File: src/rtl/php_pkg.sv
`timescale 1ns / 1ps
// ----------------------------------------------------------------------------
// Packet header parser package
// Beat and result types, header constants and protocol codes shared by the
// parser modules.
// ----------------------------------------------------------------------------
package php_pkg;

   // Ethertypes and IP protocol numbers.
   localparam logic [15:0] ETYPE_VLAN  = 16'h8100;
   localparam logic [15:0] ETYPE_IPV4  = 16'h0800;
   localparam logic [15:0] ETYPE_IPV6  = 16'h86DD;
   localparam logic [7:0]  PROTO_ICMP  = 8'd1;
   localparam logic [7:0]  PROTO_UDP   = 8'd17;
   localparam logic [7:0]  PROTO_TCP   = 8'd6;

   // Byte offsets inside the Ethernet header and tag.
   localparam int ETH_TYPE_OFS  = 12;
   localparam int VLAN_TYPE_OFS = 16;
   localparam int ETH_HDR_BYTES = 14;
   localparam int VLAN_HDR_BYTES = 18;

   // Byte offsets relative to the start of the IP header.
   localparam int IPV4_PROTO_OFS = 9;
   localparam int IPV4_SRC_OFS   = 12;
   localparam int IPV4_DST_OFS   = 16;
   localparam int IPV4_MIN_BYTES = 20;
   localparam int IPV6_NEXT_OFS  = 6;
   localparam int IPV6_SRC_OFS   = 8;
   localparam int IPV6_HDR_BYTES = 40;

   // Transport header sizes and the span holding the port pair.
   localparam int L4_SHORT_BYTES = 8;
   localparam int TCP_HDR_BYTES  = 20;
   localparam int PORT_BYTES     = 4;

   typedef enum logic [1:0] {
      ST_OK        = 2'd0,
      ST_TOO_SHORT = 2'd1,
      ST_UNKNOWN   = 2'd2,
      ST_BAD_HDR   = 2'd3
   } status_type;

   typedef enum logic [1:0] {
      L3_NONE = 2'd0,
      L3_IPV4 = 2'd1,
      L3_IPV6 = 2'd2
   } l3_kind_type;

   typedef enum logic [1:0] {
      L4_NONE = 2'd0,
      L4_ICMP = 2'd1,
      L4_UDP  = 2'd2,
      L4_TCP  = 2'd3
   } l4_kind_type;

   // One input beat.
   typedef struct packed {
      logic [7:0] packet_byte;
      logic       last_byte;
   } req_type;

   // One result beat.
   typedef struct packed {
      status_type  parse_status;
      l3_kind_type l3_kind;
      l4_kind_type l4_kind;
      logic        vlan_tagged;
      logic [63:0] source_high;
      logic [63:0] source_low;
      logic [63:0] dest_high;
      logic [63:0] dest_low;
      logic [15:0] source_port;
      logic [15:0] dest_port;
   } rsp_type;

   // Header fields collected so far for the current frame.
   typedef struct packed {
      logic [15:0] ethertype;
      logic        tag_seen;
      l3_kind_type network_kind;
      logic [5:0]  ip_header_bytes;
      logic [7:0]  protocol;
      l4_kind_type transport_kind;
      logic [63:0] src_high;
      logic [63:0] src_low;
      logic [63:0] dst_high;
      logic [63:0] dst_low;
      logic [15:0] src_port;
      logic [15:0] dst_port;
   } php_state_type;

   // Maps an IP protocol number to the transport kind.
   function automatic l4_kind_type proto_kind(input logic [7:0] proto);
      l4_kind_type kind;
      case (proto)
         PROTO_ICMP: kind = L4_ICMP;
         PROTO_UDP:  kind = L4_UDP;
         PROTO_TCP:  kind = L4_TCP;
         default:    kind = L4_NONE;
      endcase
      return kind;
   endfunction

endpackage

File: src/rtl/php_capture.sv
`timescale 1ns / 1ps
// ----------------------------------------------------------------------------
// Packet header parser field capture
// Holds the byte position and the header fields of the current frame and
// shifts each accepted byte into the field that owns its offset.
// ----------------------------------------------------------------------------
module php_capture
   import php_pkg::*;
#(
   parameter int POSITION_BITS = 8
) (
   input  logic                     clock,
   input  logic                     reset,
   input  logic                     beat_accept,
   input  req_type                  beat,
   output logic [POSITION_BITS-1:0] position,
   output php_state_type            captured
);

   localparam logic [POSITION_BITS-1:0] POS_MAX   = '1;
   localparam logic [POSITION_BITS-1:0] P_TYPE_HI = POSITION_BITS'(ETH_TYPE_OFS);
   localparam logic [POSITION_BITS-1:0] P_TYPE_LO = POSITION_BITS'(ETH_TYPE_OFS + 1);
   localparam logic [POSITION_BITS-1:0] P_VTYPE_HI = POSITION_BITS'(VLAN_TYPE_OFS);
   localparam logic [POSITION_BITS-1:0] P_VTYPE_LO = POSITION_BITS'(VLAN_TYPE_OFS + 1);
   localparam logic [POSITION_BITS-1:0] P_ETH_L3  = POSITION_BITS'(ETH_HDR_BYTES);
   localparam logic [POSITION_BITS-1:0] P_VLAN_L3 = POSITION_BITS'(VLAN_HDR_BYTES);
   localparam logic [POSITION_BITS-1:0] R_V4_PROTO = POSITION_BITS'(IPV4_PROTO_OFS);
   localparam logic [POSITION_BITS-1:0] R_V4_SRC  = POSITION_BITS'(IPV4_SRC_OFS);
   localparam logic [POSITION_BITS-1:0] R_V4_DST  = POSITION_BITS'(IPV4_DST_OFS);
   localparam logic [POSITION_BITS-1:0] R_V4_END  = POSITION_BITS'(IPV4_MIN_BYTES);
   localparam logic [POSITION_BITS-1:0] R_V6_NEXT = POSITION_BITS'(IPV6_NEXT_OFS);
   localparam logic [POSITION_BITS-1:0] R_V6_SRC  = POSITION_BITS'(IPV6_SRC_OFS);
   localparam logic [POSITION_BITS-1:0] R_V6_END  = POSITION_BITS'(IPV6_HDR_BYTES);
   localparam logic [POSITION_BITS-1:0] Q_PORTS   = POSITION_BITS'(PORT_BYTES);
   localparam logic [5:0]               IHB_MIN   = 6'(IPV4_MIN_BYTES);
   localparam logic [5:0]               IHB_V6    = 6'(IPV6_HDR_BYTES);

   logic [POSITION_BITS-1:0] pos_ff, pos_in;
   php_state_type            st_ff, st_in;
   php_state_type            cap;
   logic [7:0]               b;
   logic [POSITION_BITS-1:0] l3_ofs;
   logic [POSITION_BITS-1:0] l4_ofs;
   logic [POSITION_BITS-1:0] r;
   logic [POSITION_BITS-1:0] r6;
   logic [POSITION_BITS-1:0] q;

   assign b        = beat.packet_byte;
   assign position = pos_ff;
   assign captured = cap;

   // Header field capture for the byte at the current position.
   always_comb begin
      cap    = st_ff;
      l3_ofs = st_ff.tag_seen ? P_VLAN_L3 : P_ETH_L3;
      r      = pos_ff - l3_ofs;
      r6     = r - R_V6_SRC;
      l4_ofs = '0;
      q      = '0;
      if (pos_ff != POS_MAX) begin
         // Ethertype: outer one, then the inner one behind a tag.
         if (pos_ff == P_TYPE_HI || pos_ff == P_TYPE_LO ||
             (st_ff.tag_seen && (pos_ff == P_VTYPE_HI || pos_ff == P_VTYPE_LO))) begin
            cap.ethertype = {cap.ethertype[7:0], b};
         end
         if (pos_ff == P_TYPE_LO && cap.ethertype == ETYPE_VLAN) begin
            cap.tag_seen = 1'b1;
         end
         if (pos_ff >= l3_ofs) begin
            // First IP byte decides the network kind.
            if (r == '0) begin
               if (cap.ethertype == ETYPE_IPV4) begin
                  cap.network_kind    = L3_IPV4;
                  cap.ip_header_bytes = {b[3:0], 2'b00};
               end else if (cap.ethertype == ETYPE_IPV6) begin
                  cap.network_kind    = L3_IPV6;
                  cap.ip_header_bytes = IHB_V6;
               end else begin
                  cap.network_kind = L3_NONE;
               end
            end
            // Protocol and address bytes.
            if (cap.network_kind == L3_IPV4) begin
               if (r == R_V4_PROTO) begin
                  cap.protocol = b;
               end
               if (r >= R_V4_SRC && r < R_V4_DST) begin
                  cap.src_low = {32'd0, cap.src_low[23:0], b};
               end
               if (r >= R_V4_DST && r < R_V4_END) begin
                  cap.dst_low = {32'd0, cap.dst_low[23:0], b};
               end
            end else if (cap.network_kind == L3_IPV6) begin
               if (r == R_V6_NEXT) begin
                  cap.protocol = b;
               end
               if (r >= R_V6_SRC && r < R_V6_END) begin
                  case (r6[4:3])
                     2'd0:    cap.src_high = {cap.src_high[55:0], b};
                     2'd1:    cap.src_low  = {cap.src_low[55:0], b};
                     2'd2:    cap.dst_high = {cap.dst_high[55:0], b};
                     default: cap.dst_low  = {cap.dst_low[55:0], b};
                  endcase
               end
            end
            // Transport header: kind on its first byte, then the ports.
            if (cap.network_kind != L3_NONE && cap.ip_header_bytes >= IHB_MIN) begin
               l4_ofs = l3_ofs + POSITION_BITS'(cap.ip_header_bytes);
               q      = pos_ff - l4_ofs;
               if (pos_ff >= l4_ofs) begin
                  if (q == '0) begin
                     cap.transport_kind = proto_kind(cap.protocol);
                  end
                  if ((cap.transport_kind == L4_UDP || cap.transport_kind == L4_TCP) &&
                      q < Q_PORTS) begin
                     if (q[1] == 1'b0) begin
                        cap.src_port = {cap.src_port[7:0], b};
                     end else begin
                        cap.dst_port = {cap.dst_port[7:0], b};
                     end
                  end
               end
            end
         end
      end
   end

   // Next frame state: cleared after the last beat of a frame.
   always_comb begin
      st_in  = st_ff;
      pos_in = pos_ff;
      if (beat_accept) begin
         if (beat.last_byte) begin
            st_in  = '0;
            pos_in = '0;
         end else begin
            st_in = cap;
            if (pos_ff != POS_MAX) begin
               pos_in = pos_ff + 1'b1;
            end
         end
      end
   end

   always_ff @(posedge clock) begin
      if (reset) begin
         st_ff  <= '0;
         pos_ff <= '0;
      end else begin
         st_ff  <= st_in;
         pos_ff <= pos_in;
      end
   end

endmodule

File: src/rtl/php_finish.sv
`timescale 1ns / 1ps
// ----------------------------------------------------------------------------
// Packet header parser result builder
// Checks the frame length against each header in turn and assembles the
// status, kinds, addresses and ports of the frame that ends on this beat.
// ----------------------------------------------------------------------------
module php_finish
   import php_pkg::*;
#(
   parameter int POSITION_BITS = 8
) (
   input  logic [POSITION_BITS-1:0] position,
   input  php_state_type            captured,
   output rsp_type                  result
);

   localparam int NW = POSITION_BITS + 1;

   logic [NW-1:0] n;
   logic [NW-1:0] l3_ofs;
   logic [NW-1:0] ip_end;
   logic [NW-1:0] l4_end;
   logic          is_v4;
   logic          is_v6;
   l4_kind_type   kind;

   // Frame length and the end of each header.
   always_comb begin
      n      = {1'b0, position} + NW'(1);
      l3_ofs = captured.tag_seen ? NW'(VLAN_HDR_BYTES) : NW'(ETH_HDR_BYTES);
      is_v4  = (captured.ethertype == ETYPE_IPV4);
      is_v6  = (captured.ethertype == ETYPE_IPV6);
      kind   = proto_kind(captured.protocol);
      ip_end = l3_ofs + (is_v6 ? NW'(IPV6_HDR_BYTES) : NW'(IPV4_MIN_BYTES));
      l4_end = l3_ofs + NW'(captured.ip_header_bytes) +
               ((kind == L4_TCP) ? NW'(TCP_HDR_BYTES) : NW'(L4_SHORT_BYTES));
   end

   // Status decision, one header at a time.
   always_comb begin
      result             = '0;
      result.vlan_tagged = captured.tag_seen;
      // The L3 offset is at least the Ethernet header length, so one compare
      // covers both a short Ethernet header and a short tag.
      if (n < l3_ofs) begin
         result.parse_status = ST_TOO_SHORT;
      end else if (!is_v4 && !is_v6) begin
         result.parse_status = ST_UNKNOWN;
      end else if (n < ip_end) begin
         result.parse_status = ST_TOO_SHORT;
      end else begin
         result.l3_kind     = captured.network_kind;
         result.source_high = captured.src_high;
         result.source_low  = captured.src_low;
         result.dest_high   = captured.dst_high;
         result.dest_low    = captured.dst_low;
         if (captured.ip_header_bytes < 6'(IPV4_MIN_BYTES)) begin
            result.parse_status = ST_BAD_HDR;
         end else if (kind == L4_NONE) begin
            result.parse_status = ST_UNKNOWN;
         end else if (n < l4_end) begin
            result.parse_status = ST_TOO_SHORT;
         end else begin
            result.parse_status = ST_OK;
            result.l4_kind      = kind;
            if (kind == L4_UDP || kind == L4_TCP) begin
               result.source_port = captured.src_port;
               result.dest_port   = captured.dst_port;
            end
         end
      end
   end

endmodule

File: src/rtl/php_out_buf.sv
`timescale 1ns / 1ps
// ----------------------------------------------------------------------------
// Packet header parser result buffer
// Result register with one skid slot, so a new result can be taken while
// the previous one is still stalled at the output.
// ----------------------------------------------------------------------------
module php_out_buf
   import php_pkg::*;
(
   input  logic    clock,
   input  logic    reset,
   input  logic    push,
   input  rsp_type push_data,
   output logic    full,
   output logic    rsp_valid,
   input  logic    rsp_stall,
   output rsp_type rsp_data
);

   logic    main_valid_ff, main_valid_in;
   logic    skid_valid_ff, skid_valid_in;
   rsp_type main_ff, main_in;
   rsp_type skid_ff, skid_in;
   logic    take;

   assign take      = main_valid_ff && !rsp_stall;
   assign full      = main_valid_ff && skid_valid_ff;
   assign rsp_valid = main_valid_ff;
   assign rsp_data  = main_ff;

   // Slot bookkeeping. A push never arrives while both slots are full.
   always_comb begin
      main_valid_in = main_valid_ff;
      skid_valid_in = skid_valid_ff;
      main_in       = main_ff;
      skid_in       = skid_ff;
      if (take) begin
         if (skid_valid_ff) begin
            main_in       = skid_ff;
            skid_valid_in = 1'b0;
         end else begin
            main_valid_in = push;
            main_in       = push_data;
         end
      end else if (push) begin
         if (main_valid_ff) begin
            skid_valid_in = 1'b1;
            skid_in       = push_data;
         end else begin
            main_valid_in = 1'b1;
            main_in       = push_data;
         end
      end
   end

   always_ff @(posedge clock) begin
      if (reset) begin
         main_valid_ff <= 1'b0;
         skid_valid_ff <= 1'b0;
      end else begin
         main_valid_ff <= main_valid_in;
         skid_valid_ff <= skid_valid_in;
      end
   end

   always_ff @(posedge clock) begin
      main_ff <= main_in;
      skid_ff <= skid_in;
   end

endmodule

File: src/rtl/packet_header_parser.sv
`timescale 1ns / 1ps
// ----------------------------------------------------------------------------
// Packet header parser
// Parses Ethernet, one optional 802.1Q tag, IPv4 or IPv6, and ICMP, UDP or
// TCP headers from a byte stream and gives one result beat per frame.
// ----------------------------------------------------------------------------
// The parser takes one frame byte per cycle, one beat per cycle with no gaps
// of its own while req_stall is low, and gives one result beat for the beat
// marked last. That result is presented in the cycle after the beat is
// accepted, unless an earlier result is still waiting at a stalled output, in
// which case it follows that one. Each byte updates the position counter and
// the header registers; the result is built from those registers and the
// last byte and loaded into a result register. A skid slot behind the result
// register holds one more result, so req_stall rises only when two finished
// results are both waiting at a stalled output.
module packet_header_parser
   import php_pkg::*;
#(
   parameter int POSITION_BITS = 8
) (
   input  logic    clock,
   input  logic    reset,
   input  logic    req_valid,
   output logic    req_stall,
   input  req_type req_data,
   output logic    rsp_valid,
   input  logic    rsp_stall,
   output rsp_type rsp_data
);

   logic                     beat_accept;
   logic                     push;
   logic                     buf_full;
   logic [POSITION_BITS-1:0] position;
   php_state_type            captured;
   rsp_type                  result;

   // Input handshake.
   assign req_stall   = buf_full;
   assign beat_accept = req_valid && !req_stall;
   assign push        = beat_accept && req_data.last_byte;

   php_capture #(
      .POSITION_BITS (POSITION_BITS)
   ) u_capture (
      .clock       (clock),
      .reset       (reset),
      .beat_accept (beat_accept),
      .beat        (req_data),
      .position    (position),
      .captured    (captured)
   );

   php_finish #(
      .POSITION_BITS (POSITION_BITS)
   ) u_finish (
      .position (position),
      .captured (captured),
      .result   (result)
   );

   php_out_buf u_out_buf (
      .clock     (clock),
      .reset     (reset),
      .push      (push),
      .push_data (result),
      .full      (buf_full),
      .rsp_valid (rsp_valid),
      .rsp_stall (rsp_stall),
      .rsp_data  (rsp_data)
   );

`ifndef SYNTHESIS
   // A last beat always leaves a result at the output in the next cycle.
   a_last_gives_result: assert property (@(posedge clock) disable iff (reset)
      push |=> rsp_valid)
      else $error("last beat accepted but no result presented");

   // The next frame starts at position zero.
   a_position_restarts: assert property (@(posedge clock) disable iff (reset)
      push |=> (position == '0))
      else $error("byte position not cleared after last beat");

   // Input is held back only while a result is waiting.
   a_stall_needs_result: assert property (@(posedge clock) disable iff (reset)
      req_stall |-> rsp_valid)
      else $error("input stalled with no result pending");

   // A clean parse always names both a network and a transport header.
   a_ok_has_kinds: assert property (@(posedge clock) disable iff (reset)
      (rsp_valid && rsp_data.parse_status == ST_OK) |->
         (rsp_data.l3_kind != L3_NONE && rsp_data.l4_kind != L4_NONE))
      else $error("ok status without protocol kinds");
`endif

endmodule

File: config.mk
export PLATFORM = sky130hd
export DESIGN_NAME = packet_header_parser
export DESIGN_NICKNAME = d
export VERILOG_FILES = /design/src/rtl/php_pkg.sv /design/src/rtl/php_capture.sv /design/src/rtl/php_finish.sv /design/src/rtl/php_out_buf.sv /design/src/rtl/packet_header_parser.sv
export SDC_FILE = /design/constraint.sdc
export NUM_CORES = 2
export LEC_CHECK = 0
export ABC_CLOCK_PERIOD_IN_PS = 22200
export BUFFER_PORTS_ARGS = -buffer_cell sky130_fd_sc_hd__buf_2
export CAP_MARGIN = 0
export CORE_ASPECT_RATIO = 1.4
export CORE_MARGIN = 4
export CORE_UTILIZATION = 61
export CTS_CLUSTER_DIAMETER = 200
export CTS_CLUSTER_SIZE = 10
export DETAILED_ROUTE_END_ITERATION = 8
export PLACE_DENSITY_LB_ADDON = 0.25
export REMOVE_ABC_BUFFERS = 1
export SLEW_MARGIN = 10
export SYNTH_ARGS = -nofsm -noshare
export SYNTH_HDL_FRONTEND = slang
export SYNTH_HIERARCHICAL = 1
export SYNTH_SLANG_ARGS = --single-unit
File: constraint.sdc
create_clock -name clock -period 22.2 [get_ports clock]
set_input_delay 3.33 -clock clock [delete_from_list [all_inputs] [get_ports clock]]
set_output_delay 3.33 -clock clock [all_outputs]
set_load 0.005 [all_outputs]
==> impl_metrics.yaml <==
outcome:
  outcome: "complete, no violations"
clock_network:
  cts_tree: "yes"
  cts_setup_buffers: 0
  htreeDepth: 3
  clk_pin_slew_ps: 60
  clockRootBuffer: "clkbuf_16"
  clock-sinks: 922
  cts-buffers-inserted: 102
  clockBufferDepth: 3
  clk_latency_ps: 670
  cts_resized: 0
  ctsHoldBuffers: 0
global_routing:
  grtUsageTotal: 0.260
  overflow: 0
  grt_pass1_wl_mm: 156
  grt_max_degree: 185
  first_global_vias: 27978
  antenna_found_initial: 0
critical_path:
  critical_path_class: "input port to register"
  crit_chain: "buf_2 -> nor4_1 -> nand4b_1 -> or3b_1 -> a21oi_1 -> mux2_2 -> a32oi_2 -> mux2_2 -> nor4bb_1 -> nand2_1 -> fa_1 -> inv_1 -> ha_1 -> fa_1 -> a21o_1 -> a21oi_1 -> ha_1 -> a21o_1 -> a211oi_1 -> a21oi_1 -> o2111ai_4 -> buf_4 -> a21oi_1 -> mux2_1"
  cp_max_fo: 33
  start_kind: "input port"
  crit_path_top_delay_cell: "buf_4"
  worstPathRequired_ps: 22600
  cp.arrival_ps: 9980
  path_common_cell: "a21oi_1"
  r2r_cells: 25
  critPathMaxStageDelay_ps: 530
  worstSetupEndpointType: "register"
cells_and_area:
  nets: 3758
  drive_above_1_share: 0.214
  fillCellCount: 5141
  area_delta_synth_final_pct: 11.2
power:
  pwr-share-clk: 0.441
  power_leakage_uw: 0.0176
  power.switching_uw: 742
  comb_power_share: 0.026
  power_uw: 3490
  ir_drop_mv: 0.0651
  swShare: 0.213
  power_density_mw_per_mm2: 73.9
  pwr-share-seq: 0.533
  p_int_uw: 2750
sta:
  final.setup.worst_slack_ps: 12620
  fin_tns_setup_ps: 0
  fin_skew_ps: 44.2
  fin_crit_sh: 0.431
  slew_viol_final: 0
  finalHoldViolations: 0
  worst_slew_pin_slew_ps: 1130
  hold_slack_ps: 472
  setup_viol: 0
  relSlewSlack: 0.246
  fin_crit_ps: 9580
  rsz0062_at_grt: "no"
  max_freq_ghz: 0.104
floorplan:
  rows: 114
  dieArea_mm2: 0.0740
  ios: 310
  fp.dieW_um: 231
  core_mm2: 0.0690
  die_h_um: 320
  start_util: 0.615
worst_hold_path:
  hold_path_depth: 2
  min_path_type: "register to register"
logic_synthesis:
  syn_area_mm2: 0.0425
  synthCells: 3519
  postSynthAreaPerCell_um2: 12.1
  ys_warn_count: 6
routing:
  drt_iter0_drc: 2439
  routedWlPerCell_um: 20.9
  postRouteAntennaNets: 0
  drc: 0
  via_per_inst: 5.99
  via_count: 28249
  drt_pass1_iterations: 6
  finalWirelength_mm: 98.6
placed_design:
  post-dp-hpwl_mm: 56.9
  portBuffers: 309
  gp_congestion: 0.891
  dp_slack_ps: 11980
run:
  max_cap_violations: 0
power groups by stage:
stage | sequential, µW | combinational (µW) | clock (µW)
2_1_floorplan | 1920 | 32.1 | 0
3_3_place_gp | 1900 | 91.2 | 0
3_5_place_dp | 1900 | 91.9 | 0
4_1_cts | 1860 | 92.1 | 1570
5_1_grt | 1860 | 98.4 | 1650
6_report | 1860 | 90.8 | 1540
cell type report:
class                   count  area, µm²  area share
diodes                      2       5.00    0.000106
multi-input cells        2261      16600       0.352
inverters                  59        221     0.00469
repair buffers            350       1890      0.0399
flip-flops and latches    922      24400       0.515
clock buffers             185       2910      0.0615
well taps                 928       1160      0.0246
clock inverters             6       96.3     0.00204
state kept, by name, indices dropped and copies added (netlist names):
| signal | cells |
|---|---|
| u_out_buf/rsp_data | 295 |
| u_capture/position | 8 |
| u_out_buf/rsp_valid | 1 |
| u_out_buf/skid_valid_ff | 1 |
| u_out_buf/skid_ff | 295 |
| u_capture/st_ff | 322 |
stage by stage:
step                      utilization  area (µm²)  cells
after floorplan                     -       41100   3242
after global placement          0.641       44300   4520
after detailed placement        0.641       44300   4520
after CTS                       0.685       47300   4711
after global routing            0.685       47300   4711
final                           0.685       47300   4713
layout by cell type (no fill, tap or decap), types with 5 or more instances in the layout:
cell,n
mux2_1,253
nand3b_1,15
a211oi_2,30
a211oi_1,10
nand4_1,8
and2_1,9
buf_2,308
mux2i_1,34
buf_4,39
edfxtp_1,590
a21o_1,19
a22o_1,176
nor2_1,222
nand3_1,12
xnor2_1,8
nand2_1,316
clkbuf_1,81
or3_1,5
dfxtp_1,332
fa_1,7
a21oi_1,441
xor2_1,12
nor3_1,17
and3_1,8
nor2b_1,167
o211ai_1,25
nand2b_1,5
o21ai_0,25
o21a_1,6
mux2_2,261
clkbuf_16,104
ha_1,42
inv_1,59
mux2_4,28
nor4_1,13
per-layer routing:
| layer | part of all wire | GRT usage |
|---|---|---|
| met5 | 0 | 0 |
| met4 | 0.030 | 0.0961 |
| met3 | 0.047 | 0.0346 |
| met2 | 0.49 | 0.435 |
| met1 | 0.43 | 0.351 |
final timing paths:
path	slack, ps	start	end
setup / recovery	12620	req_data[7]	u_out_buf/rsp_data[290]
hold / removal	470	u_capture/st_ff[301]	u_capture/st_ff[301]
setup reg to reg	13610	u_capture/st_ff[306]	u_out_buf/rsp_data[290]
hold reg to reg	470	u_capture/st_ff[301]	u_capture/st_ff[301]
critical path: cells and delay by family:
kind | cells | cell delay (ps)
AOI/OAI and AO/OA | 9 | 1720
adders and majority gates | 4 | 1450
buffers and inverters | 3 | 820
muxes | 3 | 990
and+or+nand+nor | 5 | 1620
No activity file was read; power rests on OpenSTA's default activity.
